`src/hdl/owbm_pkg.sv`:
```
package owbm_pkg;

  localparam int CFG_WIDTH       = 10;
  localparam int CFG_INDEX_WIDTH = 3;
  localparam int TIMER_BITS_DEF  = 10;
  localparam int OPCODE_WIDTH    = 2;
  localparam int BYTE_WIDTH      = 8;
  localparam int BIT_INDEX_WIDTH = 3;

  typedef enum logic [OPCODE_WIDTH-1:0] {
    OP_TICK  = 2'd0,
    OP_RESET = 2'd1,
    OP_WRITE = 2'd2,
    OP_READ  = 2'd3
  } opcode_t;

  typedef enum logic [CFG_INDEX_WIDTH-1:0] {
    CFG_RESET_LOW     = 3'd0,
    CFG_PRESENCE_WAIT = 3'd1,
    CFG_RESET_RECOVER = 3'd2,
    CFG_WRITE_ONE_LOW = 3'd3,
    CFG_SLOT          = 3'd4,
    CFG_READ_LOW      = 3'd5,
    CFG_READ_GAP      = 3'd6,
    CFG_UNUSED        = 3'd7
  } cfg_index_t;

  localparam logic [CFG_WIDTH-1:0] RESET_LOW_DEF     = 10'd480;
  localparam logic [CFG_WIDTH-1:0] PRESENCE_WAIT_DEF = 10'd80;
  localparam logic [CFG_WIDTH-1:0] RESET_RECOVER_DEF = 10'd410;
  localparam logic [CFG_WIDTH-1:0] WRITE_ONE_LOW_DEF = 10'd1;
  localparam logic [CFG_WIDTH-1:0] SLOT_DEF          = 10'd60;
  localparam logic [CFG_WIDTH-1:0] READ_LOW_DEF      = 10'd2;
  localparam logic [CFG_WIDTH-1:0] READ_GAP_DEF      = 10'd60;

endpackage

```
`src/hdl/owbm_if.sv`:
```
interface owbm_cmd_if
  import owbm_pkg::*;
();
  logic                  valid;
  logic                  ready;
  logic [OPCODE_WIDTH-1:0] opcode;
  logic [BYTE_WIDTH-1:0]   data_byte;
  logic                  line_level;

  modport source (output valid, output opcode, output data_byte, output line_level,
                  input ready);
  modport sink   (input valid, input opcode, input data_byte, input line_level,
                  output ready);
endinterface

interface owbm_res_if
  import owbm_pkg::*;
();
  logic                  valid;
  logic                  ready;
  logic                  drive_low;
  logic                  busy_res;
  logic                  done_res;
  logic                  device_present;
  logic [BYTE_WIDTH-1:0] read_data;

  modport source (output valid, output drive_low, output busy_res, output done_res,
                  output device_present, output read_data, input ready);
  modport sink   (input valid, input drive_low, input busy_res, input done_res,
                  input device_present, input read_data, output ready);
endinterface

```
`src/hdl/one_wire_bus_master_core.sv`:
```
// The result of an accepted request is in the output register in the next cycle.
// Throughput: one request per cycle; a new request is taken only when the output
// register is empty or is being drained in the same cycle.
// A tick or idle-phase command updates phase, timer, shift state in one pass.
// Reset (rst, synchronous, active high) restores default timings, idle phase.
module one_wire_bus_master_core
  import owbm_pkg::*;
#(
  parameter int TIMER_BITS = TIMER_BITS_DEF
) (
  input  logic                       clk,
  input  logic                       rst,
  input  logic                       cfg_we,
  input  logic [CFG_INDEX_WIDTH-1:0] cfg_index,
  input  logic [CFG_WIDTH-1:0]       cfg_data,
  owbm_cmd_if.sink                   cmd,
  owbm_res_if.source                 res
);

  typedef enum logic [3:0] {
    PH_IDLE        = 4'd0,
    PH_RST_LOW     = 4'd1,
    PH_RST_WAIT    = 4'd2,
    PH_RST_RELEASE = 4'd3,
    PH_RST_RECOVER = 4'd4,
    PH_W1_LOW      = 4'd5,
    PH_W1_SLOT     = 4'd6,
    PH_W0_LOW      = 4'd7,
    PH_RD_LOW      = 4'd8,
    PH_RD_SAMPLE   = 4'd9,
    PH_RD_GAP      = 4'd10
  } phase_t;

  logic [CFG_WIDTH-1:0] reset_low_time;
  logic [CFG_WIDTH-1:0] presence_wait_time;
  logic [CFG_WIDTH-1:0] reset_recovery_time;
  logic [CFG_WIDTH-1:0] write_one_low_time;
  logic [CFG_WIDTH-1:0] slot_time;
  logic [CFG_WIDTH-1:0] read_low_time;
  logic [CFG_WIDTH-1:0] read_gap_time;

  phase_t                     phase, phase_next;
  logic [TIMER_BITS-1:0]      wait_timer, wait_timer_next;
  logic [BIT_INDEX_WIDTH-1:0] bit_index, bit_index_next;
  logic [BYTE_WIDTH-1:0]      shift_byte, shift_byte_next;
  logic                       presence_flag, presence_flag_next;
  logic [BYTE_WIDTH-1:0]      received_byte, received_byte_next;
  logic                       done;

  logic                       accept;
  logic [TIMER_BITS-1:0]      timer_dec;
  logic                       expired;
  logic [BIT_INDEX_WIDTH-1:0] bit_inc;
  logic                       last_bit;

  logic                       res_valid;
  logic                       drive_low;
  logic                       busy_res;
  logic                       done_res;
  logic [BYTE_WIDTH-1:0]      read_data;

  assign cmd.ready = !res_valid || res.ready;
  assign accept    = cmd.valid && cmd.ready;

  assign timer_dec = (wait_timer != '0) ? wait_timer - 1'b1 : '0;
  assign expired   = (timer_dec == '0);
  assign bit_inc   = bit_index + 1'b1;
  assign last_bit  = (bit_index == '1);

  always_comb begin
    phase_next         = phase;
    wait_timer_next    = wait_timer;
    bit_index_next     = bit_index;
    shift_byte_next    = shift_byte;
    presence_flag_next = presence_flag;
    received_byte_next = received_byte;
    done               = 1'b0;

    if (opcode_t'(cmd.opcode) != OP_TICK) begin
      if (phase == PH_IDLE) begin
        bit_index_next = '0;
        case (opcode_t'(cmd.opcode))
          OP_RESET: begin
            phase_next      = PH_RST_LOW;
            wait_timer_next = TIMER_BITS'(reset_low_time);
          end
          OP_WRITE: begin
            shift_byte_next = cmd.data_byte;
            if (cmd.data_byte[0]) begin
              phase_next      = PH_W1_LOW;
              wait_timer_next = TIMER_BITS'(write_one_low_time);
            end else begin
              phase_next      = PH_W0_LOW;
              wait_timer_next = TIMER_BITS'(slot_time);
            end
          end
          default: begin
            shift_byte_next = '0;
            phase_next      = PH_RD_LOW;
            wait_timer_next = TIMER_BITS'(read_low_time);
          end
        endcase
      end
    end else begin
      unique case (phase)
        PH_IDLE: ;
        PH_RST_LOW: begin
          wait_timer_next = timer_dec;
          if (expired) begin
            phase_next      = PH_RST_WAIT;
            wait_timer_next = TIMER_BITS'(presence_wait_time);
          end
        end
        PH_RST_WAIT: begin
          wait_timer_next = timer_dec;
          if (expired) begin
            presence_flag_next = !cmd.line_level;
            if (cmd.line_level) begin
              phase_next      = PH_RST_RECOVER;
              wait_timer_next = TIMER_BITS'(reset_recovery_time);
            end else begin
              phase_next = PH_RST_RELEASE;
            end
          end
        end
        PH_RST_RELEASE: begin
          if (cmd.line_level) begin
            phase_next      = PH_RST_RECOVER;
            wait_timer_next = TIMER_BITS'(reset_recovery_time);
          end
        end
        PH_RST_RECOVER: begin
          wait_timer_next = timer_dec;
          if (expired) begin
            phase_next = PH_IDLE;
            done       = 1'b1;
          end
        end
        PH_W1_LOW: begin
          wait_timer_next = timer_dec;
          if (expired) begin
            phase_next      = PH_W1_SLOT;
            wait_timer_next = TIMER_BITS'(slot_time);
          end
        end
        PH_W1_SLOT, PH_W0_LOW: begin
          wait_timer_next = timer_dec;
          if (expired) begin
            if (last_bit) begin
              phase_next = PH_IDLE;
              done       = 1'b1;
            end else begin
              bit_index_next = bit_inc;
              if (shift_byte[bit_inc]) begin
                phase_next      = PH_W1_LOW;
                wait_timer_next = TIMER_BITS'(write_one_low_time);
              end else begin
                phase_next      = PH_W0_LOW;
                wait_timer_next = TIMER_BITS'(slot_time);
              end
            end
          end
        end
        PH_RD_LOW: begin
          wait_timer_next = timer_dec;
          if (expired) begin
            phase_next = PH_RD_SAMPLE;
          end
        end
        PH_RD_SAMPLE: begin
          shift_byte_next             = shift_byte;
          shift_byte_next[bit_index]  = shift_byte[bit_index] | cmd.line_level;
          phase_next                  = PH_RD_GAP;
          wait_timer_next             = TIMER_BITS'(read_gap_time);
        end
        PH_RD_GAP: begin
          wait_timer_next = timer_dec;
          if (expired) begin
            if (last_bit) begin
              received_byte_next = shift_byte;
              phase_next         = PH_IDLE;
              done               = 1'b1;
            end else begin
              bit_index_next  = bit_inc;
              phase_next      = PH_RD_LOW;
              wait_timer_next = TIMER_BITS'(read_low_time);
            end
          end
        end
        default: phase_next = PH_IDLE;
      endcase
    end
  end

  // configuration registers
  always_ff @(posedge clk) begin
    if (rst) begin
      reset_low_time      <= RESET_LOW_DEF;
      presence_wait_time  <= PRESENCE_WAIT_DEF;
      reset_recovery_time <= RESET_RECOVER_DEF;
      write_one_low_time  <= WRITE_ONE_LOW_DEF;
      slot_time           <= SLOT_DEF;
      read_low_time       <= READ_LOW_DEF;
      read_gap_time       <= READ_GAP_DEF;
    end else if (cfg_we) begin
      unique case (cfg_index_t'(cfg_index))
        CFG_RESET_LOW:     reset_low_time      <= cfg_data;
        CFG_PRESENCE_WAIT: presence_wait_time  <= cfg_data;
        CFG_RESET_RECOVER: reset_recovery_time <= cfg_data;
        CFG_WRITE_ONE_LOW: write_one_low_time  <= cfg_data;
        CFG_SLOT:          slot_time           <= cfg_data;
        CFG_READ_LOW:      read_low_time       <= cfg_data;
        CFG_READ_GAP:      read_gap_time       <= cfg_data;
        default: ;
      endcase
    end
  end

  always_ff @(posedge clk) begin
    if (rst) begin
      phase         <= PH_IDLE;
      wait_timer    <= '0;
      bit_index     <= '0;
      shift_byte    <= '0;
      presence_flag <= 1'b0;
      received_byte <= '0;
      res_valid     <= 1'b0;
    end else begin
      if (accept) begin
        phase         <= phase_next;
        wait_timer    <= wait_timer_next;
        bit_index     <= bit_index_next;
        shift_byte    <= shift_byte_next;
        presence_flag <= presence_flag_next;
        received_byte <= received_byte_next;
        res_valid     <= 1'b1;
      end else if (res.ready) begin
        res_valid <= 1'b0;
      end
    end
  end

  // result payload
  always_ff @(posedge clk) begin
    if (accept) begin
      drive_low <= (phase_next == PH_RST_LOW) || (phase_next == PH_W1_LOW) ||
                   (phase_next == PH_W0_LOW)  || (phase_next == PH_RD_LOW);
      busy_res  <= (phase_next != PH_IDLE);
      done_res  <= done;
      read_data <= received_byte_next;
    end
  end

  assign res.valid          = res_valid;
  assign res.drive_low      = drive_low;
  assign res.busy_res       = busy_res;
  assign res.done_res       = done_res;
  assign res.device_present = presence_flag;
  assign res.read_data      = read_data;

endmodule

```
`src/flat_wrapper.sv`:
```
// flat-port wrapper written by rule: the top's interface ports become plain ports
module one_wire_bus_master_core_flat import owbm_pkg::*;
#(
  parameter int TIMER_BITS = TIMER_BITS_DEF
)
  (clk, rst, cfg_we, cfg_index, cfg_data, cmd_valid, cmd_opcode, cmd_data_byte, cmd_line_level, cmd_ready, res_valid, res_drive_low, res_busy_res, res_done_res, res_device_present, res_read_data, res_ready);
  owbm_cmd_if cmd_i ();
  owbm_res_if res_i ();
  input  logic clk;
  input  logic rst;
  input  logic cfg_we;
  input  logic [CFG_INDEX_WIDTH-1:0] cfg_index;
  input  logic [CFG_WIDTH-1:0] cfg_data;
  input wire logic [$bits(cmd_i.valid)-1:0] cmd_valid;
  input wire logic [$bits(cmd_i.opcode)-1:0] cmd_opcode;
  input wire logic [$bits(cmd_i.data_byte)-1:0] cmd_data_byte;
  input wire logic [$bits(cmd_i.line_level)-1:0] cmd_line_level;
  output wire logic [$bits(cmd_i.ready)-1:0] cmd_ready;
  output wire logic [$bits(res_i.valid)-1:0] res_valid;
  output wire logic [$bits(res_i.drive_low)-1:0] res_drive_low;
  output wire logic [$bits(res_i.busy_res)-1:0] res_busy_res;
  output wire logic [$bits(res_i.done_res)-1:0] res_done_res;
  output wire logic [$bits(res_i.device_present)-1:0] res_device_present;
  output wire logic [$bits(res_i.read_data)-1:0] res_read_data;
  input wire logic [$bits(res_i.ready)-1:0] res_ready;
  assign cmd_i.valid = cmd_valid;
  assign cmd_i.opcode = cmd_opcode;
  assign cmd_i.data_byte = cmd_data_byte;
  assign cmd_i.line_level = cmd_line_level;
  assign cmd_ready = cmd_i.ready;
  assign res_valid = res_i.valid;
  assign res_drive_low = res_i.drive_low;
  assign res_busy_res = res_i.busy_res;
  assign res_done_res = res_i.done_res;
  assign res_device_present = res_i.device_present;
  assign res_read_data = res_i.read_data;
  assign res_i.ready = res_ready;
  one_wire_bus_master_core #(.TIMER_BITS(TIMER_BITS)) u_core (.clk(clk), .rst(rst), .cfg_we(cfg_we), .cfg_index(cfg_index), .cfg_data(cfg_data), .cmd(cmd_i), .res(res_i));
endmodule
```
`config.mk`:
```
export PLATFORM = sky130hd
export DESIGN_NAME = one_wire_bus_master_core_flat
export DESIGN_NICKNAME = d
export VERILOG_FILES = /design/src/hdl/owbm_pkg.sv /design/src/hdl/owbm_if.sv /design/src/hdl/one_wire_bus_master_core.sv /design/src/flat_wrapper.sv
export SDC_FILE = /design/constraint.sdc
export NUM_CORES = 1
export LEC_CHECK = 0
export ABC_AREA = 1
export BUFFER_PORTS_ARGS = -buffer_cell sky130_fd_sc_hd__buf_2
export CORE_ASPECT_RATIO = 0.7
export CORE_MARGIN = 10
export CORE_UTILIZATION = 48
export CTS_BUF_LIST = sky130_fd_sc_hd__clkbuf_8
export DETAILED_ROUTE_END_ITERATION = 12
export PLACE_DENSITY = 0.66
export SLEW_MARGIN = 5
export SYNTH_ARGS = -nofsm -noshare
export SYNTH_HDL_FRONTEND = slang
export SYNTH_SLANG_ARGS = --single-unit
```
`constraint.sdc`:
```
create_clock -name clk -period 3.35 [get_ports clk]
set_input_delay 1.005 -clock clk [delete_from_list [all_inputs] [get_ports clk]]
set_output_delay 1.005 -clock clk [all_outputs]
set_load 0.03 [all_outputs]
```
# Word level (Yosys, flattened, before mapping)
# Index checks and enable logic that the tools add are counted.
# totals
register_bits	116
out_inout_bits	14
# op_classes
add_sub_neg	2
order_cmp	3
eq_ne	27
mux	59
bitwise_logic	2
reduce_logical	33
# ops
cell	count
two-way mux 10 bit	14
case mux 10 bit (8 select lines)	1
two-way mux 8 bit	7
two-way mux 4 bit	12
case mux 4 bit (10 select lines)	1
== test 4 x 3 -> 1 bit (second input constant)	6
case mux 10 bit (2 select lines)	1
two-way mux 3 bit	6
== test 4 bit (second input constant)	4
case mux 8 bit (2 select lines)	1
AND reduction 2 bit	7
== test 3 bit (second input constant)	4
AND reduction 4 bit	3
zero test 10 bit	1
nonzero test 10 bit	1
nonzero test 2 bit	5
subtractor 10 x 1 -> 10 bit (second input constant)	1
nonzero test 9 bit	1
bitwise mux 8 bit	1
== test 4 x 1 -> 1 bit (second input constant)	2
== test 4 x 2 -> 1 bit (second input constant)	2
< comparator 3 x 4 -> 1 bit (second input constant)	2
two-way mux 1 bit	8
case mux 4 bit (2 select lines)	1
other kinds (23)	34

# Depth between registers and ports, before layout
# logic_depth
word_depth	12
ltp_mapped	19
mapped_depth_nobuf	18

# Worst setup path before layout
# Ideal clock, no wire load.
# synth_path
kind	input to register
startpoint	in cmd_opcode[0]
endpoint	reg u_core.wait_timer[5]
setup_time_ns	0.070
arrival_time_ns	2.692
slack_ns	0.588
stages	12
cell_sequence	inv_1 -> ha_1 -> buf_2 -> clkinv_1 -> nor2_1 -> inv_1 -> a2111oi_0 -> a21oi_1 -> nand2_1 -> clkbuf_1 -> a21oi_1 -> a21oi_1
# synth_between
elab_chain_cells	4
word_cells_on_any_way	10
# synth_lines
element	line	rtl
start: declaration	flat_wrapper.sv:15	input wire logic [$bits(cmd_i.opcode)-1:0] cmd_opcode;
== test 2 bit or == test 2 x 1 -> 1 bit (tied branches)	one_wire_bus_master_core.sv:82	case (opcode_t'(cmd.opcode))
case mux 10 bit (2 select lines)	one_wire_bus_master_core.sv:82	
two-way mux 10 bit	one_wire_bus_master_core.sv:80	if (phase == PH_IDLE) begin
two-way mux 10 bit	one_wire_bus_master_core.sv:79	if (opcode_t'(cmd.opcode) != OP_TICK) begin
end signal: assignment	one_wire_bus_master_core.sv:231	wait_timer <= wait_timer_next;
end: declaration	one_wire_bus_master_core.sv:43	logic [TIMER_BITS-1:0] wait_timer, wait_timer_next;
# Parallel ways exist; a longest one is shown, timed or not. The select of a mux whose other input is x is not followed.
# A chain may end at the register's enable or synchronous reset.

# Worst setup path after layout
# layout_path
startpoint	reg u_core.wait_timer[5]
endpoint	reg u_core.wait_timer[6]
# layout_between
elab_chain_cells	6
word_cells_on_any_way	14
# layout_lines
element	line	rtl
subtractor 10 x 1 -> 10 bit or nonzero test 10 bit (tied branches)	one_wire_bus_master_core.sv:65	assign timer_dec = (wait_timer != '0) ? wait_timer - 1'b1 : '0;
two-way mux 10 bit *	one_wire_bus_master_core.sv:65	
zero test 10 bit (tied with other cells)	one_wire_bus_master_core.sv:66	assign expired = (timer_dec == '0);
two-way mux 10 bit, on equally long branches	-	
case mux 10 bit (8 select lines) *	one_wire_bus_master_core.sv:105	unique case (phase)
two-way mux 10 bit *	one_wire_bus_master_core.sv:79	
# Mark *: on every way between the ends. The rest lies on a longest branch, timed or not.

==> run_results.csv <==
group,metric,value,unit
run_status,status,"finished clean",
synthesis,synth.most_common_cell,"nand2_1",
power,power_density,525,mW/mm^2
setup_path,critPathSlowestCell,"dfxtp_1",
sta,slew_viol_final,0,
global_routing,grt_pass1_wl,34400,um
synthesis,synth_area_per_cell,6.68,um^2
global_routing,antenna_found_initial,0,
floorplan,rows,35,
clock_network,postCtsSetupBuffers,0,
cells_and_area,fin_nets,1058,
setup_path,cp_top_family,"simple AND/OR/NAND/NOR gates",
clock_network,cts_max_level,4,
synthesis,syn-num-nets,1014,
setup_path,timing.rr.end,"u_core.wait_timer[6]",
setup_path,path_cells,"nor2_2 -> nand2_1 -> nor2_1 -> nand2_1 -> nand3_2 -> nand2_2 -> nor2_4 -> nand3_4 -> buf_4 -> nor2_2 -> buf_4 -> nand2_1 -> nand2_1 -> a21oi_1 -> nand3_1 -> nand2_1 -> a21oi_1",
flow_run,maxCapViolCount,0,
clock_network,cts_buffers,17,
cells_and_area,drive_gt1_share,12.4,%
setup_path,r2r_slack,0.50,ns
detailed_routing,wl_per_cell,17.7,um
synthesis,synth_largest_area_cell,"dfxtp_1",
worst_hold_path,hold_class,"reg2reg",
synthesis,synthDistinctLibCells,42,
worst_hold_path,worstHoldStart,"u_core.reset_recovery_time[3]",
global_routing,grt_pass1_vias,6243,
setup_path,crit_top_cell,"nand2_1",
global_routing,grt_overflow_total,0,
place,place_inst,1187,
sta,rsz0062_at_grt,"no",
detailed_routing,drc_errors,0,
clock_network,clk_latency,0.45,ns
setup_path,cp-start-kind,"flip-flop",
setup_path,crit_type,"reg2reg",
floorplan,start_util,49.4,%
global_routing,grt_start_max_net_pins,50,
setup_path,path_buf_inv,2,
sta,layout_min_cycle_time,2.85,ns
sta,max_clock_freq,350,MHz
sta,timing.slew.headroom,50.1,%
clock_network,cts.clk_slew.worst_paths,0.08,ns
setup_path,critPathCaptureType,"flip-flop",
cells_and_area,stdcell_count,1219,
synthesis,ys.flop_type,"dfxtp_1",
setup_path,worstRegToRegCells,17,
synthesis,yosys-top-cells-area,"dfxtp_1 (32%), o21ai_0 (9.7%), nand2_1 (9.6%), a21oi_1 (7.9%), nor2_1 (7.4%)",
sta,setup_viol,0,
detailed_routing,detail_route.iter0.violations,980,
worst_hold_path,hold_path_end,"u_core.reset_recovery_time[3]",
global_routing,grt_use_total,22.6,%
power,ir_drop,0.297,mV
detailed_routing,num_vias,6902,
floorplan,core,0.0132,mm^2
place,dp_hpwl,15900,um
worst_hold_path,holdPathStages,2,
clock_network,cts.sinks,116,
power,power,3.87,mW
clock_network,cts_tree,"yes",
sta,finalCritPeriodShare,85.2,%
setup_path,path_max_fanout,11,
detailed_routing,routed_wl,21600,um
clock_network,clockBufferDepth,2,
synthesis,yosysWarnings,0,
place,numPortBuffers,42,
detailed_routing,postRouteAntennaNets,0,
synthesis,syn_area,0.00653,mm^2
synthesis,synthArstFlopShare,0,%
synthesis,ys_top_cells_by_count,"nand2_1 (167), nor2_1 (129), o21ai_0 (127)",
clock_network,cts_hold_buf,0,
sta,whs,0.463,ns
synthesis,ys_seq_area_share,37.3,%
synthesis,synth-edff-count,11,
clock_network,cts_resized,0,
synthesis,synth_cells,977,
cells_and_area,final_util,55.7,%
synthesis,ys_ff_latch,116,
sta,setup_tns,0,ns
setup_path,cp.arrival,3.20,ns
place,place_congestion,1.00,
cells_and_area,num_antenna_cells,0,
synthesis,synth_top_area_share,32.2,%
floorplan,die_area,0.0187,mm^2
setup_path,critPathMaxStageDelay,0.49,ns
floorplan,fp.dieH,118,um
sta,final_hold_viol_count,0,
detailed_routing,drt_first_pass_iters,8,
setup_path,crit_required,3.69,ns
sta,tightest_slew,0.748,ns
power,p_leak,3.27,nW
cells_and_area,area_growth,12.9,%
detailed_routing,vias_per_cell,5.66,
floorplan,ios,43,
clock_network,root_buffer,"clkbuf_8",
setup_path,rr_startpoint,"u_core.wait_timer[5]",
sta,skew,0.00884,ns
floorplan,die_w,159,um
-- area by class of cell --
type / instances / area [um^2]
fillers: 1359 / 5860
multi-input cells: 692 / 3430
flip-flops and latches: 116 / 2430
inverters: 130 / 490
repair buffers: 64 / 388
clock buffers: 18 / 248
well taps: 185 / 231
clock inverters: 14 / 153
-- worst reg2reg max path, stage by stage, from the launching register on --
cell     delay [ns]
dfxtp_1        0.49
nor2_2         0.08
nand2_1        0.12
nor2_1         0.05
nand2_1        0.30
nand3_2        0.26
nand2_2        0.16
nor2_4         0.06
nand3_4        0.13
buf_4          0.21
nor2_2         0.06
buf_4          0.20
nand2_1        0.08
nand2_1        0.05
a21oi_1        0.25
nand3_1        0.13
nand2_1        0.07
a21oi_1        0.05
-- through the flow --
step / area, um^2 / worst slack, ns
2_1_floorplan: 6530 / 0.588
3_3_place_gp: 6970 / 0.444
3_5_place_dp: 6970 / 0.456
4_1_cts: 7370 / 0.560
5_1_grt: 7370 / 0.160
6_report: 7370 / 0.496
-- metal layers --
| layer | global-route usage [%] | up-vias | share of wire, % |
|---|---|---|---|
| li1 | - | 3353 | - |
| met1 | 34.8 | 3107 | 48 |
| met2 | 28.4 | 406 | 38 |
| met3 | 6.81 | 36 | 13 |
| met4 | 6.87 | 0 | 1.7 |
| met5 | 0 | - | 0 |
-- worst max-delay path by stage --
stage | startpoint | endpoint | slack (ns) | cells after the start
3_5_place_dp | cmd_opcode[0] | u_core.wait_timer[8] | 0.46 | 10
4_1_cts | u_core.wait_timer[0] | u_core.wait_timer[1] | 0.56 | 18
6_report | u_core.wait_timer[5] | u_core.wait_timer[6] | 0.50 | 17
5_1_grt | u_core.wait_timer[5] | u_core.wait_timer[1] | 0.16 | 17
3_3_place_gp | cmd_opcode[1] | u_core.wait_timer[8] | 0.44 | 12
2_1_floorplan | cmd_opcode[0] | u_core.wait_timer[5] | 0.59 | 12
-- layout by cell type, fill, tap and decap left out, types with 8 or more instances in the layout --
cell / n
a21oi_1: 103
a31oi_1: 8
buf_2: 42
buf_4: 21
clkbuf_8: 18
dfxtp_1: 105
edfxtp_1: 11
ha_1: 8
inv_1: 124
nand2_1: 167
nand3_1: 49
nor2_1: 129
nor3_1: 9
o211ai_1: 14
o21ai_0: 127
o21ai_1: 8
o21ai_2: 9
o22ai_1: 9
-- logic make-up (layout without fill, tap and decap cells) --
logic type,count (synthesis),count (layout),share of synthesized area (%)
flops,116,116,37.3
xor+xnor,2,2,0.268
compound gates,300,300,25.8
buf+inv,169,226,10.2
fa+ha+maj,8,8,1.53
simple gates,382,382,24.9
-- state kept, by name, indices dropped and copies added, names as in the netlist, 10 cells and up --
register	count
u_core.reset_recovery_time	10
u_core.presence_wait_time	10
u_core.reset_low_time	10
u_core.wait_timer	10
u_core.write_one_low_time	10
u_core.read_gap_time	10
u_core.slot_time	10
u_core.read_low_time	10
-- report_power, final --
part / leakage (nW) / switching, mW / internal (mW)
clock network: 0.200 / 0.649 / 0.688
registers: 0.968 / 0.0625 / 1.48
logic: 2.11 / 0.690 / 0.299
total: 3.27 / 1.40 / 2.47
No activity file was read; power rests on OpenSTA's default activity.
